**config.mk**
```make
export PLATFORM = sky130hd
export DESIGN_NAME = three_way_switch_debounce_match
export DESIGN_NICKNAME = d
export VERILOG_FILES = /design/src/hdl/twsd_pkg.sv /design/src/hdl/twsd_lane.sv /design/src/hdl/twsd_merge.sv /design/src/hdl/three_way_switch_debounce_match.sv
export SDC_FILE = /design/constraint.sdc
export NUM_CORES = 2
export LEC_CHECK = 0
export BUFFER_PORTS_ARGS = -buffer_cell sky130_fd_sc_hd__buf_2
export CAP_MARGIN = 20
export CORE_UTILIZATION = 35
export CTS_CLUSTER_SIZE = 30
export DETAILED_ROUTE_END_ITERATION = 8
export RECOVER_POWER = 25
export SLEW_MARGIN = 20
export SYNTH_ARGS = -nofsm -noshare
export SYNTH_HDL_FRONTEND = slang
export SYNTH_SLANG_ARGS = --single-unit
```
**constraint.sdc**
```tcl
create_clock -name clk -period 10 [get_ports clk]
set_input_delay 1.5 -clock clk [delete_from_list [all_inputs] [get_ports clk]]
set_output_delay 1.5 -clock clk [all_outputs]
set_load 0.01 [all_outputs]
```
**src/hdl/twsd_pkg.sv**
```systemverilog
// ----------------------------------------------------------------------------
// twsd_pkg
// Shared types, constants and helpers for the three-way switch debouncer.
// ----------------------------------------------------------------------------
package twsd_pkg;

	localparam int SWITCHES = 8;
	localparam int CNT_W    = $clog2(SWITCHES + 1);
	localparam int TIME_W   = 32;
	localparam int DEB_W    = 16;
	localparam int TGT_W    = 16;
	localparam int PIN_W    = 8;
	localparam int PCT_W    = 7;
	localparam int PCT_SCALE = 100;

	// item kinds
	localparam logic [1:0] OP_TICK     = 2'd0;
	localparam logic [1:0] OP_ACTIVATE = 2'd1;
	localparam logic [1:0] OP_FORCE    = 2'd2;

	// switch position codes
	localparam logic [1:0] POS_LEFT    = 2'd0;
	localparam logic [1:0] POS_CENTRE  = 2'd1;
	localparam logic [1:0] POS_RIGHT   = 2'd2;
	localparam logic [1:0] POS_INVALID = 2'd3;

	// configuration register indexes
	localparam logic [1:0] REG_DEBOUNCE = 2'd0;
	localparam logic [1:0] REG_TARGET   = 2'd1;

	typedef struct packed {
		logic changed;
		logic match;
	} lane_stat_t;

	typedef struct packed {
		logic             armed;
		logic [PCT_W-1:0] percent;
		logic [3:0]       match_count;
		logic             solved;
	} result_t;

	function automatic logic [1:0] decode_pins(input logic l, input logic r);
		logic [1:0] p;
		case ({l, r})
			2'b10:   p = POS_LEFT;
			2'b01:   p = POS_RIGHT;
			2'b00:   p = POS_CENTRE;
			default: p = POS_INVALID;
		endcase
		return p;
	endfunction

	function automatic logic [PCT_W-1:0] percent_of(input logic [CNT_W-1:0] cnt);
		logic [CNT_W+6:0] prod;
		logic [CNT_W+6:0] quo;
		prod = (CNT_W + 7)'(cnt) * (CNT_W + 7)'(PCT_SCALE);
		quo  = prod / (CNT_W + 7)'(SWITCHES);
		return quo[PCT_W-1:0];
	endfunction

endpackage

```
**src/hdl/twsd_lane.sv**
```systemverilog
// ----------------------------------------------------------------------------
// twsd_lane
// Debounce core for one switch: raw and stable position plus change time.
// ----------------------------------------------------------------------------
module twsd_lane (
	input  logic                        clk,
	input  logic                        arst_n,
	input  logic                        en,
	input  logic [1:0]                  op,
	input  logic                        active,
	input  logic [twsd_pkg::TIME_W-1:0] now_ms,
	input  logic                        left_low,
	input  logic                        right_low,
	input  logic [twsd_pkg::DEB_W-1:0]  debounce_time,
	input  logic [1:0]                  target,
	output twsd_pkg::lane_stat_t        stat
);
	import twsd_pkg::*;

	logic [1:0]        raw_q;
	logic [1:0]        stable_q;
	logic [TIME_W-1:0] time_q;

	logic [1:0]        pos;
	logic              raw_chg;
	logic [TIME_W-1:0] time_n;
	logic [TIME_W-1:0] elapsed;
	logic              settled;
	logic [1:0]        raw_n;
	logic [1:0]        stable_n;
	logic              changed;

	always_comb begin
		pos      = decode_pins(left_low, right_low);
		raw_chg  = pos != raw_q;
		raw_n    = raw_q;
		time_n   = time_q;
		stable_n = stable_q;
		changed  = 1'b0;
		elapsed  = now_ms - (raw_chg ? now_ms : time_q);
		settled  = elapsed >= TIME_W'(debounce_time);
		case (op)
			OP_ACTIVATE: begin
				raw_n    = pos;
				stable_n = pos;
				time_n   = now_ms;
			end
			OP_FORCE: begin
				stable_n = target;
			end
			OP_TICK: begin
				if (active) begin
					if (raw_chg) begin
						raw_n  = pos;
						time_n = now_ms;
					end
					if (settled && pos != stable_q) begin
						stable_n = pos;
						changed  = 1'b1;
					end
				end
			end
			default: begin
			end
		endcase
	end

	assign stat.changed = changed;
	assign stat.match   = (stable_n != POS_INVALID) && (stable_n == target);

	always_ff @(posedge clk or negedge arst_n) begin
		if (!arst_n) begin
			raw_q    <= POS_INVALID;
			stable_q <= POS_INVALID;
			time_q   <= '0;
		end else if (en) begin
			raw_q    <= raw_n;
			stable_q <= stable_n;
			time_q   <= time_n;
		end
	end

endmodule

```
**src/hdl/twsd_merge.sv**
```systemverilog
// ----------------------------------------------------------------------------
// twsd_merge
// Combines lane status into the match total, armed flag and result fields.
// ----------------------------------------------------------------------------
module twsd_merge (
	input  logic                                     clk,
	input  logic                                     arst_n,
	input  logic                                     en,
	input  logic [1:0]                               op,
	input  twsd_pkg::lane_stat_t [twsd_pkg::SWITCHES-1:0] stat,
	output logic                                     active,
	output twsd_pkg::result_t                        result
);
	import twsd_pkg::*;

	logic             active_q;
	logic [CNT_W-1:0] total_q;
	logic             active_n;
	logic [CNT_W-1:0] total_n;
	logic [CNT_W-1:0] count;
	logic             any_chg;

	always_comb begin
		count   = '0;
		any_chg = 1'b0;
		for (int i = 0; i < SWITCHES; i++) begin
			count   = count + CNT_W'(stat[i].match);
			any_chg = any_chg | stat[i].changed;
		end
	end

	always_comb begin
		active_n = active_q;
		total_n  = total_q;
		case (op)
			OP_ACTIVATE: begin
				active_n = 1'b1;
				total_n  = count;
			end
			OP_FORCE: begin
				active_n = 1'b1;
				total_n  = CNT_W'(SWITCHES);
			end
			OP_TICK: begin
				// any_chg is only raised while active
				if (any_chg) begin
					total_n = count;
				end
			end
			default: begin
			end
		endcase
	end

	always_comb begin
		result.armed       = active_n;
		result.solved      = active_n && (total_n >= CNT_W'(SWITCHES));
		result.match_count = 4'(total_n);
		result.percent     = percent_of(total_n);
	end

	assign active = active_q;

	always_ff @(posedge clk or negedge arst_n) begin
		if (!arst_n) begin
			active_q <= 1'b0;
			total_q  <= '0;
		end else if (en) begin
			active_q <= active_n;
			total_q  <= total_n;
		end
	end

endmodule

```
**src/hdl/three_way_switch_debounce_match.sv**
```systemverilog
// ----------------------------------------------------------------------------
// three_way_switch_debounce_match
// Debounces eight three-position switches and matches them to a target.
// ----------------------------------------------------------------------------
// Usage: each input item on s_* carries the kind of operation in s_tuser
// (tick, activate, force solve) and a timestamp plus active-low pin samples
// in s_tdata. Every accepted item yields exactly one result item on m_*:
// solved flag, match count, progress percent and armed flag.
// The eight switches are handled by eight lanes side by side; a merge stage
// counts matches and updates the total in the same cycle, so one item is
// taken every clock while s_tready is high. Each result is registered in the
// output register that drives m_*, or in the skid register while it is full.
// The result side has an output register plus a skid register: while a
// result waits, one more item is still accepted; s_tready drops only when
// both hold results, and rises again as soon as the receiver takes one.
// The cfg_* channel writes debounce_time (index 0) or target_combination
// (index 1) and is always ready; other indexes are ignored.
// Reset: debounce time 50 ms, target 0, all positions invalid, change times
// zero, block inactive and no results pending.
// ----------------------------------------------------------------------------
module three_way_switch_debounce_match (
	input  logic        clk,
	input  logic        arst_n,
	input  logic        s_tvalid,
	output logic        s_tready,
	input  logic [47:0] s_tdata,  // now_ms[31:0], left_low[39:32], right_low[47:40]
	input  logic [1:0]  s_tuser,  // op[1:0]
	output logic        m_tvalid,
	input  logic        m_tready,
	output logic [15:0] m_tdata,  // solved[0], match_count[4:1], progress_percent[11:5],
	                              // armed[12], zero fill [15:13]
	input  logic        cfg_valid,
	output logic        cfg_ready,
	input  logic [1:0]  cfg_index,
	input  logic [15:0] cfg_data
);
	import twsd_pkg::*;

	logic [DEB_W-1:0]  debounce_q;
	logic [TGT_W-1:0]  target_q;

	logic              s_fire;
	logic              m_fire;
	logic [TIME_W-1:0] now_ms;
	logic [PIN_W-1:0]  left_low;
	logic [PIN_W-1:0]  right_low;
	logic              active;
	result_t           result;
	lane_stat_t [SWITCHES-1:0] stat;

	result_t           out_q;
	logic              out_valid_q;
	result_t           skid_q;
	logic              skid_valid_q;

	assign now_ms    = s_tdata[31:0];
	assign left_low  = s_tdata[39:32];
	assign right_low = s_tdata[47:40];

	assign s_tready  = !skid_valid_q;
	assign s_fire    = s_tvalid && s_tready;
	assign m_fire    = out_valid_q && m_tready;
	assign cfg_ready = 1'b1;

	always_ff @(posedge clk or negedge arst_n) begin
		if (!arst_n) begin
			debounce_q <= DEB_W'(50);
			target_q   <= '0;
		end else if (cfg_valid) begin
			case (cfg_index)
				REG_DEBOUNCE: debounce_q <= cfg_data;
				REG_TARGET:   target_q   <= cfg_data;
				default: begin
				end
			endcase
		end
	end

	for (genvar g = 0; g < SWITCHES; g++) begin : g_lane
		twsd_lane u_lane (
			.clk           (clk),
			.arst_n        (arst_n),
			.en            (s_fire),
			.op            (s_tuser),
			.active        (active),
			.now_ms        (now_ms),
			.left_low      (left_low[g]),
			.right_low     (right_low[g]),
			.debounce_time (debounce_q),
			.target        (target_q[2*g +: 2]),
			.stat          (stat[g])
		);
	end

	twsd_merge u_merge (
		.clk    (clk),
		.arst_n (arst_n),
		.en     (s_fire),
		.op     (s_tuser),
		.stat   (stat),
		.active (active),
		.result (result)
	);

	// output register with skid stage behind it
	always_ff @(posedge clk or negedge arst_n) begin
		if (!arst_n) begin
			out_valid_q  <= 1'b0;
			skid_valid_q <= 1'b0;
		end else if (!out_valid_q || m_fire) begin
			if (skid_valid_q) begin
				out_valid_q  <= 1'b1;
				skid_valid_q <= 1'b0;
			end else begin
				out_valid_q  <= s_fire;
			end
		end else if (s_fire) begin
			skid_valid_q <= 1'b1;
		end
	end

	always_ff @(posedge clk) begin
		if (!out_valid_q || m_fire) begin
			out_q <= skid_valid_q ? skid_q : result;
		end else if (s_fire) begin
			skid_q <= result;
		end
	end

	assign m_tvalid = out_valid_q;
	assign m_tdata  = {3'b000, out_q};

endmodule

```
Word-level counts from Yosys, hierarchy flattened
Cells that the tools add are included.
{"block": "word_totals", "ff_bits": 353, "inputBits": 73, "output_inout_bits": 19}
{"block": "classes", "add_sub_neg": 15, "mul": 1, "magnitude_cmp": 9, "eq_ne": 60, "n_mux": 111, "n_bitwise": 8, "reduce_logical": 47}
{"operator": "2-to-1 mux 32 bit", "count": 16}
{"operator": "case mux 32 bit (2 select lines)", "count": 8}
{"operator": "greater-or-equal comparator 32 x 16 -> 1 bit", "count": 8}
{"operator": "subtractor 32 bit", "count": 8}
{"operator": "case mux 2 bit (3 select lines)", "count": 16}
{"operator": "2-to-1 mux 2 bit", "count": 32}
{"operator": "!= test 2 bit", "count": 16}
{"operator": "case mux 2 bit (2 select lines)", "count": 8}
{"operator": "AND reduction 4 bit", "count": 8}
{"operator": "2-to-1 mux 1 bit", "count": 28}
{"operator": "adder 4 x 1 -> 4 bit", "count": 6}
{"operator": "equality test 2 x 1 -> 1 bit, second input constant", "count": 10}
{"operator": "zero test 2 bit", "count": 10}
{"operator": "logical AND 1 bit", "count": 19}
{"operator": "equality test 2 bit, second input constant", "count": 9}
{"operator": "!= test 2 x 1 -> 1 bit, second input constant", "count": 9}
{"operator": "equality test 2 bit", "count": 8}
{"operator": "!= test 2 bit, second input constant", "count": 8}
{"operator": "2-to-1 mux 13 bit", "count": 1}
{"operator": "case mux 4 bit (3 select lines)", "count": 1}
{"operator": "multiplier 4 x 5 -> 8 bit, second input constant", "count": 1}
{"operator": "OR 1 bit", "count": 7}
{"operator": "AND reduction 2 bit", "count": 3}
{"operator": "greater-or-equal comparator 4 bit, second input constant", "count": 1}
{"operator": "other kinds (8)", "count": 10}

Logic depth before layout (Yosys ltp)
{"block": "depth", "word_depth": 24, "ltp_mapped": 59, "ltp_nobuf": 55}

Cells and area by module
Synthesis repeated with hierarchy kept, for this count alone.
{"block": "hier_totals", "hier_cells": 6158, "hier_area_um2": 47515.6}
{"mod": "twsd_lane (g_lane[0].u_lane ...)", "instances": 5, "cells_each": 762, "area_each_um2": 5652.9, "seq_area_each_um2": 905.9}
{"mod": "twsd_lane (g_lane[6].u_lane ...)", "instances": 2, "cells_each": 706, "area_each_um2": 5298.8, "seq_area_each_um2": 905.9}
{"mod": "twsd_lane (g_lane[1].u_lane)", "instances": 1, "cells_each": 711, "area_each_um2": 5494.0, "seq_area_each_um2": 905.9}
{"mod": "three_way_switch_debounce_match", "instances": 1, "cells_each": 124, "area_each_um2": 2274.7, "seq_area_each_um2": 1635.3}
{"mod": "twsd_merge", "instances": 1, "cells_each": 101, "area_each_um2": 884.6, "seq_area_each_um2": 125.1}

Worst setup path before layout
Ideal clock, no wire load.
{"block": "synth_timing", "kind": "in2reg", "start": "input s_tdata[33]", "end": "register out_q (netlist bit m_tdata[10]), data pin", "arrival_ps": 11759, "setup_slack_ps": -2019, "stages": 54, "path_cell_list": "inv_1 > ha_1 > or3_1 > a21oi_1 > buf_2 > clkbuf_1 > buf_1 > clkbuf_1 > nand2_1 > o21ai_0 > ha_1 > inv_1 > ha_1 > inv_1 > o2111ai_1 > o21ai_1 > a21oi_1 > nor2_1 > (+18 left out) > xnor2_1 > o22ai_1 > ha_1 > inv_1 > fa_1 > inv_1 > fa_1 > fa_1 > inv_1 > fa_1 > nand3b_1 > mux2i_1 > a211o_1 > ha_1 > ha_1 > fa_1 > xor2_1 > mux2_2"}
{"element": "start: declaration", "line_no": "three_way_switch_debounce_match.sv:26", "source": "input logic [47:0] s_tdata,"}
{"element": "end signal: assignment", "line_no": "three_way_switch_debounce_match.sv:124", "source": "out_q <= skid_valid_q ? skid_q : result;"}
{"element": "end: declaration", "line_no": "three_way_switch_debounce_match.sv:51", "source": "result_t out_q;"}

==> flow_summary.ini <==
[worst_setup_path]
crit_top_cell = fa_2
worst-setup-path-type = primary input to flop
cp-end-kind = flop
cpPeakStageDelay_ps = 540
cp_data_arrival_time_ps = 10620
required_ps = 10350
slowest_stage = fa_1
crit_fanout = 6
start_kind = primary input

[sta]
final_hold_viol_count = 0
max_slew_margin_pct = -222
finalSetupViolCount = 5
tightestPinTransition_ps = 4830
final.setup.worst_slack_ps = -264
finalClockSkew_ps = 36.1
timing.fmax_mhz = 97.4
period_minus_slack_ps = 10260
rsz0062_at_grt = true
slew_viol_final = 199
tns_ps = -766
fin_crit_sh_pct = 103

[synth]
synthMostInstantiatedCell = nand2_1
synth_cell_types = 96
ys_seq_elements = 349
synth.area.top_cells = dfrtp_1 20%, ha_1 13%, mux2_2 8.2%
syn_avg_cell_area_sq_um = 8.57
netlist_top_cells_count = 380 x nand2_1, 376 x ha_1, 335 x a21oi_1
async_flop_share_pct = 93.7
yosys.area.top_type = dfrtp_1
synth_top_area_share_pct = 20.0
synthCells = 4273
synth-edff-count = 22
synth-main-ff-cell = dfrtp_1
synth_warnings = 0
ys_seq_area_share_pct = 24.3
synth_area_sq_um = 36600

[job]
drv_cap = 3

[grt]
grt_pass1_vias = 35400
grt_overflow = 0
grt_pass1_wl_um = 207000
antenna_found_initial = 6
grt_usage_pct = 24.7
grt_max_degree = 87

[layout]
areaGrowthSynthToFinish_pct = 31.5
finalNetCount = 5632
drive_above_1_share_pct = 31.7
fin_cells = 6593
nFillCells = 10200

[floorplan]
die_w_um = 325
dieArea_sq_um = 106000
core-area_sq_um = 104000
initial_utilization_pct = 35.3
dieHeight_um = 325
rows = 118
boundaryPins = 92

[route]
drtIter0Drc = 2404
totalWireLength_um = 134000
drt_first_pass_iters = 5
avgViaCountPerCell = 5.53
drc_errors = 0
avgRoutedWirePerCell_um = 20.4
antenna_left = 0
num_vias = 36500

[outcome]
violations = max-capacitance violations, max-slew violations, negative setup slack
status = finished with violations

[placement]
portBuffers = 87
dp.cells = 6468
post-place-ws_ps = -1310
gp_congestion = 0.977
hpwl_um = 107000

[worst_hold_path]
hp-class = flop to flop

[power]
power_mw = 10.3
p_leak_nw = 21.8
p_per_area_nw_per_um2 = 215
peakVddDrop_v = 0.000227

[clock_tree]
cts.sinks = 349
cts-root-buf = clkbuf_16
cts_tree = built
htree_levels = 2
clockBufferDepth = 3
cts_buffers = 47
clk_latency_ps = 630
clk_pin_slew_ps = 60
==> area by class of cell <==
class | instances | area [sq um] | share of cell area (%)
clock buffers | 62 | 1330 | 2.75
inverters | 138 | 520 | 1.08
repair buffers | 1073 | 8090 | 16.8
clock inverters | 24 | 308 | 0.639
diodes | 3 | 7.51 | 0.0156
multi-input cells | 3564 | 27300 | 56.7
flip-flops and latches | 349 | 8890 | 18.4
well taps | 1380 | 1730 | 3.58
==> logic make-up after synthesis <==
logic type               after synthesis  synth area share [%]
buffers and inverters                362                  3.90
multiplexers                         491                  14.3
adder cells (fa/ha/maj)              414                  14.2
AND/OR/NAND/NOR                     1188                  15.8
flip-flops                           349                  24.3
other                                  2                0.0205
AO/OA/AOI/OAI                       1248                  22.2
XOR/XNOR                             219                  5.24
==> final timing paths <==
kind                                                start                           to  slack, ps  cells after the start
worst max-delay path                          s_tdata[36]                  m_tdata[10]       -260                     45
worst min-delay path            g_lane[6].u_lane.raw_q[0]    g_lane[6].u_lane.raw_q[0]        470                      2
worst max register to register  g_lane[4].u_lane.raw_q[1]                  m_tdata[10]        480                     43
worst min register to register  g_lane[6].u_lane.raw_q[0]    g_lane[6].u_lane.raw_q[0]        470                      2
max in group asynchronous                          arst_n                  target_q[0]       1890                      2
min in group asynchronous                          arst_n  g_lane[3].u_lane.time_q[23]       2640                      1
==> through the flow <==
step,utilization (%),hold WS (ps),cell area (sq um)
finish,46.5,467,48200
global route,46.5,489,48200
CTS,46.1,468,47800
detailed placement,43.9,458,45500
global placement,43.8,454,45400
floorplan,-,446,36900
==> cells in the final DEF, fill, tap and decap left out, types with 35 or more instances in the layout <==
master	synthesis	layout
xnor2_1	126	122
nor3_1	70	68
buf_4	10	960
a21oi_1	335	317
a31oi_1	44	43
o21a_1	52	51
dfrtp_1	292	292
nor2_1	255	246
mux2i_1	222	219
nand2b_1	51	50
mux2_2	267	265
buf_2	19	80
inv_1	133	125
xor2_1	93	90
o211ai_1	43	43
nand2_1	380	373
clkbuf_16	0	49
a211oi_1	46	38
ha_1	376	359
dfstp_2	35	35
nand3_1	75	74
a21o_1	100	99
nand4_1	91	91
nor2b_1	60	58
o21ai_0	274	257
==> flip-flops by register name, indices dropped and copies added (netlist names) <==
| register | flops |
|---|---|
| g_lane.u_lane.time_q | 256 |
| u_merge.total_q | 4 |
| skid_valid_q | 1 |
| debounce_q | 16 |
| skid_q | 11 |
| u_merge.active | 1 |
| g_lane.u_lane.stable_q | 16 |
| target_q | 16 |
| g_lane.u_lane.raw_q | 16 |
| m_tdata | 11 |
| m_tvalid | 1 |
==> power breakdown <==
group / internal (mW) / switching (mW)
logic: 3.16 / 3.37
registers: 1.79 / 0.213
clock network: 1.09 / 0.717
==> timing repair <==
item | in CTS | in global routing
pin swaps | 64 | 47
hold buffers | 0 | 0
cloned | 1 | 0
gates resized for setup | 101 | 68
setup buffers | 25 | 11
endpoints found under the setup margin | 11 | 16
==> routing by layer <==
layer / global-route usage (%) / vias to the layer above / wire length, um
met5: 0 / - / 22
met4: 8.38 / 4 / 4740
met3: 2.45 / 178 / 5950
met2: 41.2 / 871 / 62400
met1: 33.3 / 17600 / 61000
li1: - / 17800 / -
==> worst max-delay path, delay by kind of cell <==
kind                     cells  cell delay (ps)
adder cells (fa/ha/maj)      9             3170
AO/OA/AOI/OAI               16             2910
AND/OR/NAND/NOR             10             1690
buffers and inverters        6              620
multiplexers                 2              410
XOR/XNOR                     2              290
Power figures use the tool's default switching activity.
